--- config.mk ---
export PLATFORM = sky130hd
export DESIGN_NAME = temp_channel_qualifier_average_flat
export DESIGN_NICKNAME = d
export VERILOG_FILES = /design/src/rtl/tcqa_pkg.sv /design/src/rtl/tcqa_if.sv /design/src/rtl/tcqa_div.sv /design/src/rtl/temp_channel_qualifier_average.sv /design/src/flat_wrapper.sv
export SDC_FILE = /design/constraint.sdc
export NUM_CORES = 2
export LEC_CHECK = 0
export BUFFER_PORTS_ARGS = -buffer_cell sky130_fd_sc_hd__buf_2
export CELL_PAD_IN_SITES_DETAIL_PLACEMENT = 0
export CELL_PAD_IN_SITES_GLOBAL_PLACEMENT = 1
export CORE_ASPECT_RATIO = 0.8
export CORE_MARGIN = 2
export CORE_UTILIZATION = 54
export CTS_BUF_LIST = sky130_fd_sc_hd__clkbuf_4 sky130_fd_sc_hd__clkbuf_8 sky130_fd_sc_hd__clkbuf_16
export DETAILED_ROUTE_END_ITERATION = 10
export GPL_ROUTABILITY_DRIVEN = 0
export PLACE_DENSITY_LB_ADDON = 0.1
export SLEW_MARGIN = 5
export SYNTH_ARGS = -nofsm -noshare
export SYNTH_HDL_FRONTEND = slang
export SYNTH_SLANG_ARGS = --single-unit
--- constraint.sdc ---
create_clock -name clk -period 10.7 [get_ports clk]
set_clock_uncertainty 0.1 [all_clocks]
set_input_delay 1.07 -clock clk [delete_from_list [all_inputs] [get_ports clk]]
set_output_delay 1.07 -clock clk [all_outputs]
set_load 0.01 [all_outputs]
--- src/rtl/tcqa_pkg.sv ---
// ----------------------------------------------------------------------------
// tcqa_pkg
// Shared types and constants of the channel qualifier with moving average.
// ----------------------------------------------------------------------------
package tcqa_pkg;

    localparam int CHANNELS    = 5;
    localparam int RING_DEPTH  = 8;
    localparam int OFFSET_REGS = 5;

    localparam int CH_IN_W   = 3;
    localparam int SAMPLE_W  = 16;
    localparam int OFFSET_W  = 11;
    localparam int CFG_IDX_W = 3;
    localparam int STATUS_W  = 2;
    localparam int RAW_W     = 16;
    localparam int MEAN_W    = 17;
    localparam int COUNT_W   = 16;
    localparam int RING_W    = 17;

    localparam int CH_IDX_W = (CHANNELS > 1) ? $clog2(CHANNELS) : 1;
    localparam int SLOT_W   = (RING_DEPTH > 1) ? $clog2(RING_DEPTH) : 1;
    localparam int FILL_W   = $clog2(RING_DEPTH + 1);
    localparam int SUM_W    = RING_W + FILL_W - 1;
    localparam int RING_ENTRIES = CHANNELS * RING_DEPTH;
    localparam int ADDR_W   = (RING_ENTRIES > 1) ? $clog2(RING_ENTRIES) : 1;
    localparam int DIV_CNT_W = $clog2(SUM_W + 1);

    localparam logic signed [SAMPLE_W-1:0] LOW_LIMIT  = SAMPLE_W'(-126 * 16);
    localparam logic signed [SAMPLE_W-1:0] HIGH_LIMIT = SAMPLE_W'(185 * 16);
    localparam logic [COUNT_W-1:0]         COUNT_MAX  = '1;

    typedef enum logic [STATUS_W-1:0] {
        ST_GOOD  = 2'd0,
        ST_DISC  = 2'd1,
        ST_RANGE = 2'd2,
        ST_BADCH = 2'd3
    } status_t;

    typedef enum logic [2:0] {
        S_IDLE,
        S_CHAN,
        S_RING,
        S_DIV,
        S_WB
    } fsm_t;

    typedef struct packed {
        logic [SLOT_W-1:0]        slot;
        logic [FILL_W-1:0]        fill;
        logic signed [SUM_W-1:0]  sum;
        logic signed [RAW_W-1:0]  last_good;
        logic signed [MEAN_W-1:0] last_mean;
        logic [COUNT_W-1:0]       reject;
    } chan_rec_t;

    typedef struct packed {
        logic                    start;
        logic signed [SUM_W-1:0] dividend;
        logic [FILL_W-1:0]       divisor;
    } div_req_t;

endpackage

--- src/rtl/tcqa_if.sv ---
// ----------------------------------------------------------------------------
// tcqa_if
// Valid/ready channels for samples and results.
// ----------------------------------------------------------------------------
interface tcqa_sample_if
    import tcqa_pkg::*;
();
    logic                       valid;
    logic                       ready;
    logic [CH_IN_W-1:0]         channel;
    logic signed [SAMPLE_W-1:0] sample;

    modport source (output valid, output channel, output sample, input ready);
    modport sink   (input valid, input channel, input sample, output ready);
endinterface

interface tcqa_result_if
    import tcqa_pkg::*;
();
    logic                     valid;
    logic                     ready;
    logic [STATUS_W-1:0]      status;
    logic signed [RAW_W-1:0]  raw_value;
    logic signed [MEAN_W-1:0] mean_value;
    logic [COUNT_W-1:0]       error_count;

    modport source (output valid, output status, output raw_value, output mean_value,
                    output error_count, input ready);
    modport sink   (input valid, input status, input raw_value, input mean_value,
                    input error_count, output ready);
endinterface

--- src/rtl/tcqa_div.sv ---
// ----------------------------------------------------------------------------
// tcqa_div
// Restoring divider, one quotient bit per cycle, truncates toward zero.
// ----------------------------------------------------------------------------
module tcqa_div
    import tcqa_pkg::*;
(
    input  logic                     clk,
    input  logic                     rst_n,
    input  div_req_t                 req,
    output logic                     done,
    output logic signed [MEAN_W-1:0] quotient
);

    logic                  busy_reg;
    logic                  done_reg;
    logic [DIV_CNT_W-1:0]  cnt_reg;
    logic                  neg_reg;
    logic [SUM_W-1:0]      q_reg;
    logic [FILL_W-1:0]     rem_reg;
    logic [FILL_W-1:0]     div_reg;

    logic [FILL_W:0]       rem_shift;
    logic [FILL_W:0]       rem_diff;
    logic                  rem_ge;
    logic [FILL_W-1:0]     rem_next;
    logic [SUM_W-1:0]      q_next;
    logic [SUM_W-1:0]      mag;
    logic signed [SUM_W:0] q_signed;

    always_comb
    begin
        mag       = req.dividend[SUM_W-1] ? (~req.dividend + 1'b1) : req.dividend;
        rem_shift = {rem_reg, q_reg[SUM_W-1]};
        rem_diff  = rem_shift - {1'b0, div_reg};
        rem_ge    = (rem_shift >= {1'b0, div_reg});
        rem_next  = rem_ge ? rem_diff[FILL_W-1:0] : rem_shift[FILL_W-1:0];
        q_next    = {q_reg[SUM_W-2:0], rem_ge};
        q_signed  = neg_reg ? -$signed({1'b0, q_reg}) : $signed({1'b0, q_reg});
    end

    always_ff @(posedge clk or negedge rst_n)
    begin
        if (!rst_n)
        begin
            busy_reg <= 1'b0;
            done_reg <= 1'b0;
            cnt_reg  <= '0;
        end
        else
        begin
            done_reg <= 1'b0;
            if (req.start)
            begin
                busy_reg <= 1'b1;
                cnt_reg  <= DIV_CNT_W'(SUM_W);
            end
            else if (busy_reg)
            begin
                cnt_reg <= cnt_reg - 1'b1;
                if (cnt_reg == DIV_CNT_W'(1))
                begin
                    busy_reg <= 1'b0;
                    done_reg <= 1'b1;
                end
            end
        end
    end

    always_ff @(posedge clk)
    begin
        if (req.start)
        begin
            q_reg   <= mag;
            rem_reg <= '0;
            div_reg <= req.divisor;
            neg_reg <= req.dividend[SUM_W-1];
        end
        else if (busy_reg)
        begin
            q_reg   <= q_next;
            rem_reg <= rem_next;
        end
    end

    assign done     = done_reg;
    assign quotient = q_signed[MEAN_W-1:0];

endmodule

--- src/rtl/temp_channel_qualifier_average.sv ---
// ----------------------------------------------------------------------------
// temp_channel_qualifier_average
// Per-channel sample qualifier with a ring-buffer moving average.
// ----------------------------------------------------------------------------
//  channel   dir  payload                                         transfer
//  samples   in   channel, sample                                 valid & ready
//  results   out  status, raw_value, mean_value, error_count      valid & ready
//  cfg       in   cfg_index, cfg_data (offset registers)          cfg_we
//
//  One item at a time. A good sample passes channel read, ring update, the
//  20-step serial divider and write-back; a rejected sample or bad channel
//  skips to write-back. The next transfer is taken the cycle after the result
//  is loaded. Channel state and ring sit in memories with registered reads.
//  Reset is asynchronous, active low; the ring is not cleared. A waiting result
//  holds the next item in write-back, and with it the sample input.
// ----------------------------------------------------------------------------
module temp_channel_qualifier_average
    import tcqa_pkg::*;
(
    input  logic                 clk,
    input  logic                 rst_n,
    tcqa_sample_if.sink          samples,
    tcqa_result_if.source        results,
    input  logic                 cfg_we,
    input  logic [CFG_IDX_W-1:0] cfg_index,
    input  logic [OFFSET_W-1:0]  cfg_data
);

    fsm_t state_reg, state_next;

    logic signed [OFFSET_W-1:0] offsets_reg [OFFSET_REGS];
    logic                       chan_valid_reg [CHANNELS];
    chan_rec_t                  chan_mem [CHANNELS];
    logic signed [RING_W-1:0]   ring_mem [RING_ENTRIES];

    chan_rec_t                  chan_rd_reg;
    logic                       chan_rd_valid_reg;
    logic signed [RING_W-1:0]   ring_rd_reg;
    logic [ADDR_W-1:0]          ring_addr_reg;
    logic [CH_IN_W-1:0]         ch_reg;
    logic signed [SAMPLE_W-1:0] sample_reg;
    logic signed [RING_W-1:0]   cal_reg;
    chan_rec_t                  rec_reg;
    status_t                    status_reg;

    logic                       out_valid_reg;
    logic [STATUS_W-1:0]        out_status_reg;
    logic signed [RAW_W-1:0]    out_raw_reg;
    logic signed [MEAN_W-1:0]   out_mean_reg;
    logic [COUNT_W-1:0]         out_err_reg;

    logic                       accept;
    logic                       in_ready;
    logic                       out_load;
    logic                       chan_we;
    logic                       ring_rd_en;
    logic                       ring_we;

    logic [CH_IDX_W-1:0]        ch_idx;
    logic [CH_IDX_W-1:0]        in_idx;
    logic                       in_bad;
    logic                       bad_ch;
    logic                       is_disc;
    logic                       is_range;
    logic                       is_reject;
    chan_rec_t                  cur;
    chan_rec_t                  cur_upd;
    logic signed [OFFSET_W-1:0] cur_offset;
    logic signed [RING_W-1:0]   cal;
    logic [ADDR_W-1:0]          ring_addr;
    logic                       ring_full;
    logic signed [RING_W-1:0]   old_entry;
    logic signed [SUM_W-1:0]    sum_new;
    logic [FILL_W-1:0]          fill_new;
    logic [SLOT_W-1:0]          slot_new;
    div_req_t                   div_req;
    logic                       div_done;
    logic signed [MEAN_W-1:0]   div_q;

    assign accept = samples.valid && in_ready;
    assign in_idx = samples.channel[CH_IDX_W-1:0];
    assign in_bad = (int'(samples.channel) >= CHANNELS);
    assign ch_idx = ch_reg[CH_IDX_W-1:0];

    // Datapath decode
    always_comb
    begin
        bad_ch     = (int'(ch_reg) >= CHANNELS);
        is_disc    = (sample_reg < LOW_LIMIT);
        is_range   = (sample_reg >= HIGH_LIMIT);
        is_reject  = is_disc || is_range;
        cur        = chan_rd_valid_reg ? chan_rd_reg : '0;
        cur_upd    = cur;
        if (is_reject && (cur.reject != COUNT_MAX))
            cur_upd.reject = cur.reject + 1'b1;
        cur_offset = (int'(ch_reg) < OFFSET_REGS) ? offsets_reg[ch_reg] : '0;
        cal        = RING_W'(sample_reg) + RING_W'(cur_offset);
        ring_addr  = ADDR_W'(ch_idx) * ADDR_W'(RING_DEPTH) + ADDR_W'(cur.slot);

        ring_full  = (rec_reg.fill >= FILL_W'(RING_DEPTH));
        old_entry  = ring_full ? ring_rd_reg : '0;
        sum_new    = rec_reg.sum - SUM_W'(old_entry) + SUM_W'(cal_reg);
        fill_new   = ring_full ? rec_reg.fill : rec_reg.fill + 1'b1;
        slot_new   = (rec_reg.slot == SLOT_W'(RING_DEPTH - 1)) ? '0 : rec_reg.slot + 1'b1;
    end

    // Next state
    always_comb
    begin
        state_next = state_reg;
        unique case (state_reg)
            S_IDLE:
            begin
                if (samples.valid)
                    state_next = S_CHAN;
            end
            S_CHAN:
            begin
                if (bad_ch || is_reject)
                    state_next = S_WB;
                else
                    state_next = S_RING;
            end
            S_RING:
            begin
                state_next = S_DIV;
            end
            S_DIV:
            begin
                if (div_done)
                    state_next = S_WB;
            end
            S_WB:
            begin
                if (!out_valid_reg || results.ready)
                    state_next = S_IDLE;
            end
            default:
            begin
                state_next = S_IDLE;
            end
        endcase
    end

    // Control outputs
    always_comb
    begin
        in_ready    = 1'b0;
        ring_rd_en  = 1'b0;
        ring_we     = 1'b0;
        out_load    = 1'b0;
        chan_we     = 1'b0;
        div_req     = '{start: 1'b0, dividend: sum_new, divisor: fill_new};
        unique case (state_reg)
            S_IDLE:
            begin
                in_ready = 1'b1;
            end
            S_CHAN:
            begin
                ring_rd_en = !bad_ch && !is_reject;
            end
            S_RING:
            begin
                ring_we       = 1'b1;
                div_req.start = 1'b1;
            end
            S_DIV:
            begin
            end
            S_WB:
            begin
                out_load = !out_valid_reg || results.ready;
                chan_we  = out_load && !bad_ch;
            end
            default:
            begin
            end
        endcase
    end

    always_ff @(posedge clk or negedge rst_n)
    begin
        if (!rst_n)
        begin
            state_reg     <= S_IDLE;
            out_valid_reg <= 1'b0;
            for (int i = 0; i < OFFSET_REGS; i++)
                offsets_reg[i] <= '0;
            for (int i = 0; i < CHANNELS; i++)
                chan_valid_reg[i] <= 1'b0;
        end
        else
        begin
            state_reg <= state_next;
            if (out_load)
                out_valid_reg <= 1'b1;
            else if (results.ready)
                out_valid_reg <= 1'b0;
            if (cfg_we && (int'(cfg_index) < OFFSET_REGS))
                offsets_reg[cfg_index] <= cfg_data;
            if (chan_we)
                chan_valid_reg[ch_idx] <= 1'b1;
        end
    end

    // Memories
    always_ff @(posedge clk)
    begin
        if (accept && !in_bad)
        begin
            chan_rd_reg       <= chan_mem[in_idx];
            chan_rd_valid_reg <= chan_valid_reg[in_idx];
        end
        if (chan_we)
            chan_mem[ch_idx] <= rec_reg;
    end

    always_ff @(posedge clk)
    begin
        if (ring_rd_en)
            ring_rd_reg <= ring_mem[ring_addr];
        if (ring_we)
            ring_mem[ring_addr_reg] <= cal_reg;
    end

    // Working record and result payload
    always_ff @(posedge clk)
    begin
        if (accept)
        begin
            ch_reg     <= samples.channel;
            sample_reg <= samples.sample;
        end
        unique case (state_reg)
            S_CHAN:
            begin
                rec_reg       <= cur_upd;
                cal_reg       <= cal;
                ring_addr_reg <= ring_addr;
                if (bad_ch)
                    status_reg <= ST_BADCH;
                else if (is_disc)
                    status_reg <= ST_DISC;
                else if (is_range)
                    status_reg <= ST_RANGE;
                else
                    status_reg <= ST_GOOD;
            end
            S_RING:
            begin
                rec_reg.sum       <= sum_new;
                rec_reg.fill      <= fill_new;
                rec_reg.slot      <= slot_new;
                rec_reg.last_good <= sample_reg;
            end
            S_DIV:
            begin
                if (div_done)
                    rec_reg.last_mean <= div_q;
            end
            default:
            begin
            end
        endcase
        if (out_load)
        begin
            out_status_reg <= status_reg;
            out_raw_reg    <= bad_ch ? '0 : rec_reg.last_good;
            out_mean_reg   <= bad_ch ? '0 : rec_reg.last_mean;
            out_err_reg    <= bad_ch ? '0 : rec_reg.reject;
        end
    end

    tcqa_div u_div (
        .clk      (clk),
        .rst_n    (rst_n),
        .req      (div_req),
        .done     (div_done),
        .quotient (div_q)
    );

    assign samples.ready       = in_ready;
    assign results.valid       = out_valid_reg;
    assign results.status      = out_status_reg;
    assign results.raw_value   = out_raw_reg;
    assign results.mean_value  = out_mean_reg;
    assign results.error_count = out_err_reg;

`ifndef SYNTHESIS
    a_div_done_in_div: assert property (@(posedge clk) disable iff (!rst_n)
        div_done |-> state_reg == S_DIV)
        else $error("divider finished outside divide state");

    a_accept_to_chan: assert property (@(posedge clk) disable iff (!rst_n)
        (samples.valid && samples.ready) |=> state_reg == S_CHAN)
        else $error("transfer did not start channel read");

    a_result_from_wb: assert property (@(posedge clk) disable iff (!rst_n)
        $rose(out_valid_reg) |-> $past(state_reg) == S_WB)
        else $error("result raised outside write-back");

    a_fill_bound: assert property (@(posedge clk) disable iff (!rst_n)
        chan_we |-> rec_reg.fill <= FILL_W'(RING_DEPTH))
        else $error("fill count beyond ring depth");
`endif

endmodule
--- src/flat_wrapper.sv ---
// flat-port wrapper written by rule: the top's interface ports become plain ports
module temp_channel_qualifier_average_flat import tcqa_pkg::*;
  (clk, rst_n, cfg_we, cfg_index, cfg_data, samples_valid, samples_channel, samples_sample, samples_ready, results_valid, results_status, results_raw_value, results_mean_value, results_error_count, results_ready);
  tcqa_sample_if samples_i ();
  tcqa_result_if results_i ();
  input  logic clk;
  input  logic rst_n;
  input  logic cfg_we;
  input  logic [CFG_IDX_W-1:0] cfg_index;
  input  logic [OFFSET_W-1:0] cfg_data;
  input wire logic [$bits(samples_i.valid)-1:0] samples_valid;
  input wire logic [$bits(samples_i.channel)-1:0] samples_channel;
  input wire logic [$bits(samples_i.sample)-1:0] samples_sample;
  output wire logic [$bits(samples_i.ready)-1:0] samples_ready;
  output wire logic [$bits(results_i.valid)-1:0] results_valid;
  output wire logic [$bits(results_i.status)-1:0] results_status;
  output wire logic [$bits(results_i.raw_value)-1:0] results_raw_value;
  output wire logic [$bits(results_i.mean_value)-1:0] results_mean_value;
  output wire logic [$bits(results_i.error_count)-1:0] results_error_count;
  input wire logic [$bits(results_i.ready)-1:0] results_ready;
  assign samples_i.valid = samples_valid;
  assign samples_i.channel = samples_channel;
  assign samples_i.sample = samples_sample;
  assign samples_ready = samples_i.ready;
  assign results_valid = results_i.valid;
  assign results_status = results_i.status;
  assign results_raw_value = results_i.raw_value;
  assign results_mean_value = results_i.mean_value;
  assign results_error_count = results_i.error_count;
  assign results_i.ready = results_ready;
  temp_channel_qualifier_average u_core (.clk(clk), .rst_n(rst_n), .samples(samples_i), .results(results_i), .cfg_we(cfg_we), .cfg_index(cfg_index), .cfg_data(cfg_data));
endmodule
==> metrics.md <==
| Metric | Value |
|---|---|
| Largest register by flop count | u_core.ring_mem |
| Startpoint Class | flip-flop |
| Worst path max stage delay | 0.75 ns |
| R2R setup slack | 5.96 ns |
| EDFF count, synth | 1350 |
| Die area | 111000 sq um |
| Reg2Reg Depth | 13 |
| Largest net degree at the start of global routing | 87 |
| RSZ-0062 raised after global routing | no |
| Worst-Skew Late Latency | 0.78 ns |
| Clock buffer depth | 3 |
| Async SR Flop Fraction | 0.0498 |
| IO Count | 91 |
| Synth Flop Type | edfxtp_1 |
| CP delay by family, top | simple AND/OR/NAND/NOR gates |
| WHS Endpoint | u_core.chan_valid_reg[1] |
| Worst hold path depth | 1 |
| Max VDD drop | 0.000255 V |
| Kind of end point of the critical path | flip-flop |
| Mapped Area | 58500 sq um |
| CORE AREA | 107000 sq um |
| IO buf count | 90 |
| Initial DRT Pass Iterations | 5 |
| Crit-path cells | and2_1, fa_1, inv_1, ha_1, and3_1, o211ai_1, o2111a_1, nor3_1, nand2_1, nor3_1, a41oi_1, xor2_1, o21ai_1 |
| Placed insts | 4925 |
| Slew Limit Fails | 0 |
| Syn Area/Cell | 16.6 sq um |
| Synth Register Bits | 1425 |
| Worst R2R Start | u_core.rec_reg[72] |
| Slew margin rel. | 0.0389 |
| Share of layout cells above drive strength 1 | 0.236 |
| Hold WS | 0.361 ns |
| Register area share after synthesis | 0.725 |
| Cell Count, Final, Fillers Out | 5176 |
| CP max FO | 26 |
| Synthesis Warnings | 0 |
| Min cycle time layout | 4.74 ns |
| Area of placed instances | 60800 sq um |
| # hold bufs at CTS | 0 |
| DP Wirelength | 80800 um |
| Fmax | 211 MHz |
| Ranking of synthesized cells by area | edfxtp_1 (69%), mux2_2 (6.5%), dfrtp_1 (3.0%) |
| Root buffer cell | clkbuf_16 |
| Final worst-path cycle share | 0.443 |
| Post-synth top area share | 0.693 |
| Setup CP Type | reg -> reg |
| Post-cts sizing count | 0 |
| Die Ht | 298 um |
| Area Growth Syn to Fin | 11.8% |
| Setup Viol. Count Final | 0 |
| Global route total overflow | 0 |
| Via density | 6.27 |
| Antenna violations before repair | 9 |
| Leakage Power | 22.2 nW |
| WP buf/inv | 1 |
| Post-route setup TNS | 0 ns |
| Via Count | 32.5k |
| Hold_sp | u_core.chan_valid_reg[1] |
| CTS sink cnt | 1425 |
| Number of buffers created by CTS | 140 |
| Nets@finish | 3758 |
| Worst Max-Slew Pin Slew | 1.42 ns |
| Regs by FF count | u_core.ring_mem x680, u_core.chan_mem x380 |
| Vias in the first global route | 33.0k |
| Crit path top cell by count | nor3_1 |
| Synthesized Nets | 3628 |
| Global-route wire length before repair | 212000 um |
| Status | finished, final reports clean |
| H-Tree Level Count | 4 |
| Crit path max-delay cell type | edfxtp_1 |
| First DRT Iteration DRCs | 3721 |
| Hold Crit Class | reg -> reg |
| Mapped Cells | 3520 |
| Max-cap violations | 0 |
| Count leader, synth | edfxtp_1 |
| Synth cell count leaders | edfxtp_1 (1350), mux2_2 (339), nand2_1 (172) |
| Hold Vio Cnt, Final | 0 |
| Die Wd | 372 um |
| Total track usage | 0.259 |
| Synth area leader | edfxtp_1 |
| Initial Util | 0.547 |
| Crit Reg-Reg Endpoint | u_core.u_div.q_reg[18] |
| Synth cell types | 81 |
| Row count | 107 |
| Final wirelength | 142000 um |
| Final ANT Viol Nets | 0 |
| Critical path data required time | 11.08 ns |
| Number of buffers added for setup after CTS | 0 |
| Power per standard cell area | 278 nW/um^2 |
| CP arrival | 5.12 ns |
| Fin area | 65400 sq um |
| CTS tree | done |
| Post-DR wirelength/cell | 27.5 um |
| Largest register FFs | 680 |
| DRC | 0 |
| Post-layout util | 0.611 |
| Clock-pin slew on the worst setup and hold paths | 0.06 ns |
kinds of logic after synthesis:
logic type,synth area share
buf+inv,0.0212
compound gates,0.0713
flops,0.725
xor+xnor,0.0117
simple gates,0.0451
fa+ha+maj,0.0177
mux,0.108
how the worst max path moves through the flow:
stage,startpoint,endpoint,slack [ns],cells past startpoint
after global routing,u_core.rec_reg[72],u_core.u_div.q_reg[18],5.62,13
after global placement,u_core.rec_reg[72],u_core.u_div.q_reg[18],6.20,13
after detailed placement,u_core.rec_reg[72],u_core.u_div.q_reg[18],6.07,13
after CTS,u_core.rec_reg[72],u_core.u_div.q_reg[18],6.05,13
final,u_core.rec_reg[72],u_core.u_div.q_reg[18],5.96,13
after floorplan,results_ready,u_core.chan_valid_reg[0],0.53,4
layout by cell type (no fill, tap or decap), types with 77 or more instances in the layout:
| master | instances |
|---|---|
| buf_4 | 101 |
| mux2_2 | 339 |
| nand3_1 | 89 |
| clkbuf_16 | 146 |
| edfxtp_1 | 1350 |
| nor2_1 | 88 |
| a21oi_1 | 94 |
| nand2_1 | 170 |
| buf_2 | 87 |
| o21ai_0 | 153 |
| a221o_1 | 85 |
| inv_1 | 110 |
| mux4_2 | 77 |
| mux2i_1 | 77 |
metal layers:
metal	global-route usage	vias to the layer above	wire length [um]
met1	0.388	17000	63200
met3	0.0467	191	10400
li1	-	14000	-
met2	0.396	1243	66000
met5	0	-	22
met4	0.0638	4	2550
per-stage QoR:
step | power, mW | worst slack (ns)
2_1_floorplan | 11.6 | 0.530
5_1_grt | 19.1 | 5.62
4_1_cts | 18.3 | 6.05
6_report | 18.2 | 5.96
3_3_place_gp | 13.2 | 6.20
3_5_place_dp | 13.4 | 6.07
area by class of cell:
class / instances / area [sq um]
Tap cell: 1417 / 1770
Antenna cell: 2 / 5.00
Inverter: 113 / 424
Fill cell: 7762 / 41600
Timing Repair Buffer: 191 / 1240
Multi-Input combinational cell: 1779 / 15000
Clock buffer: 178 / 3910
Clock inverter: 71 / 637
Sequential cell: 1425 / 42400
where the power goes:
| part | switching, mW | leakage, nW | internal, mW | total (mW) |
|---|---|---|---|---|
| clock network | 2.07 | 2.26 | 2.83 | 4.90 |
| registers | 0.413 | 13.2 | 7.36 | 7.77 |
| logic | 3.62 | 6.78 | 1.91 | 5.53 |
(Power assumes the default switching activity.)
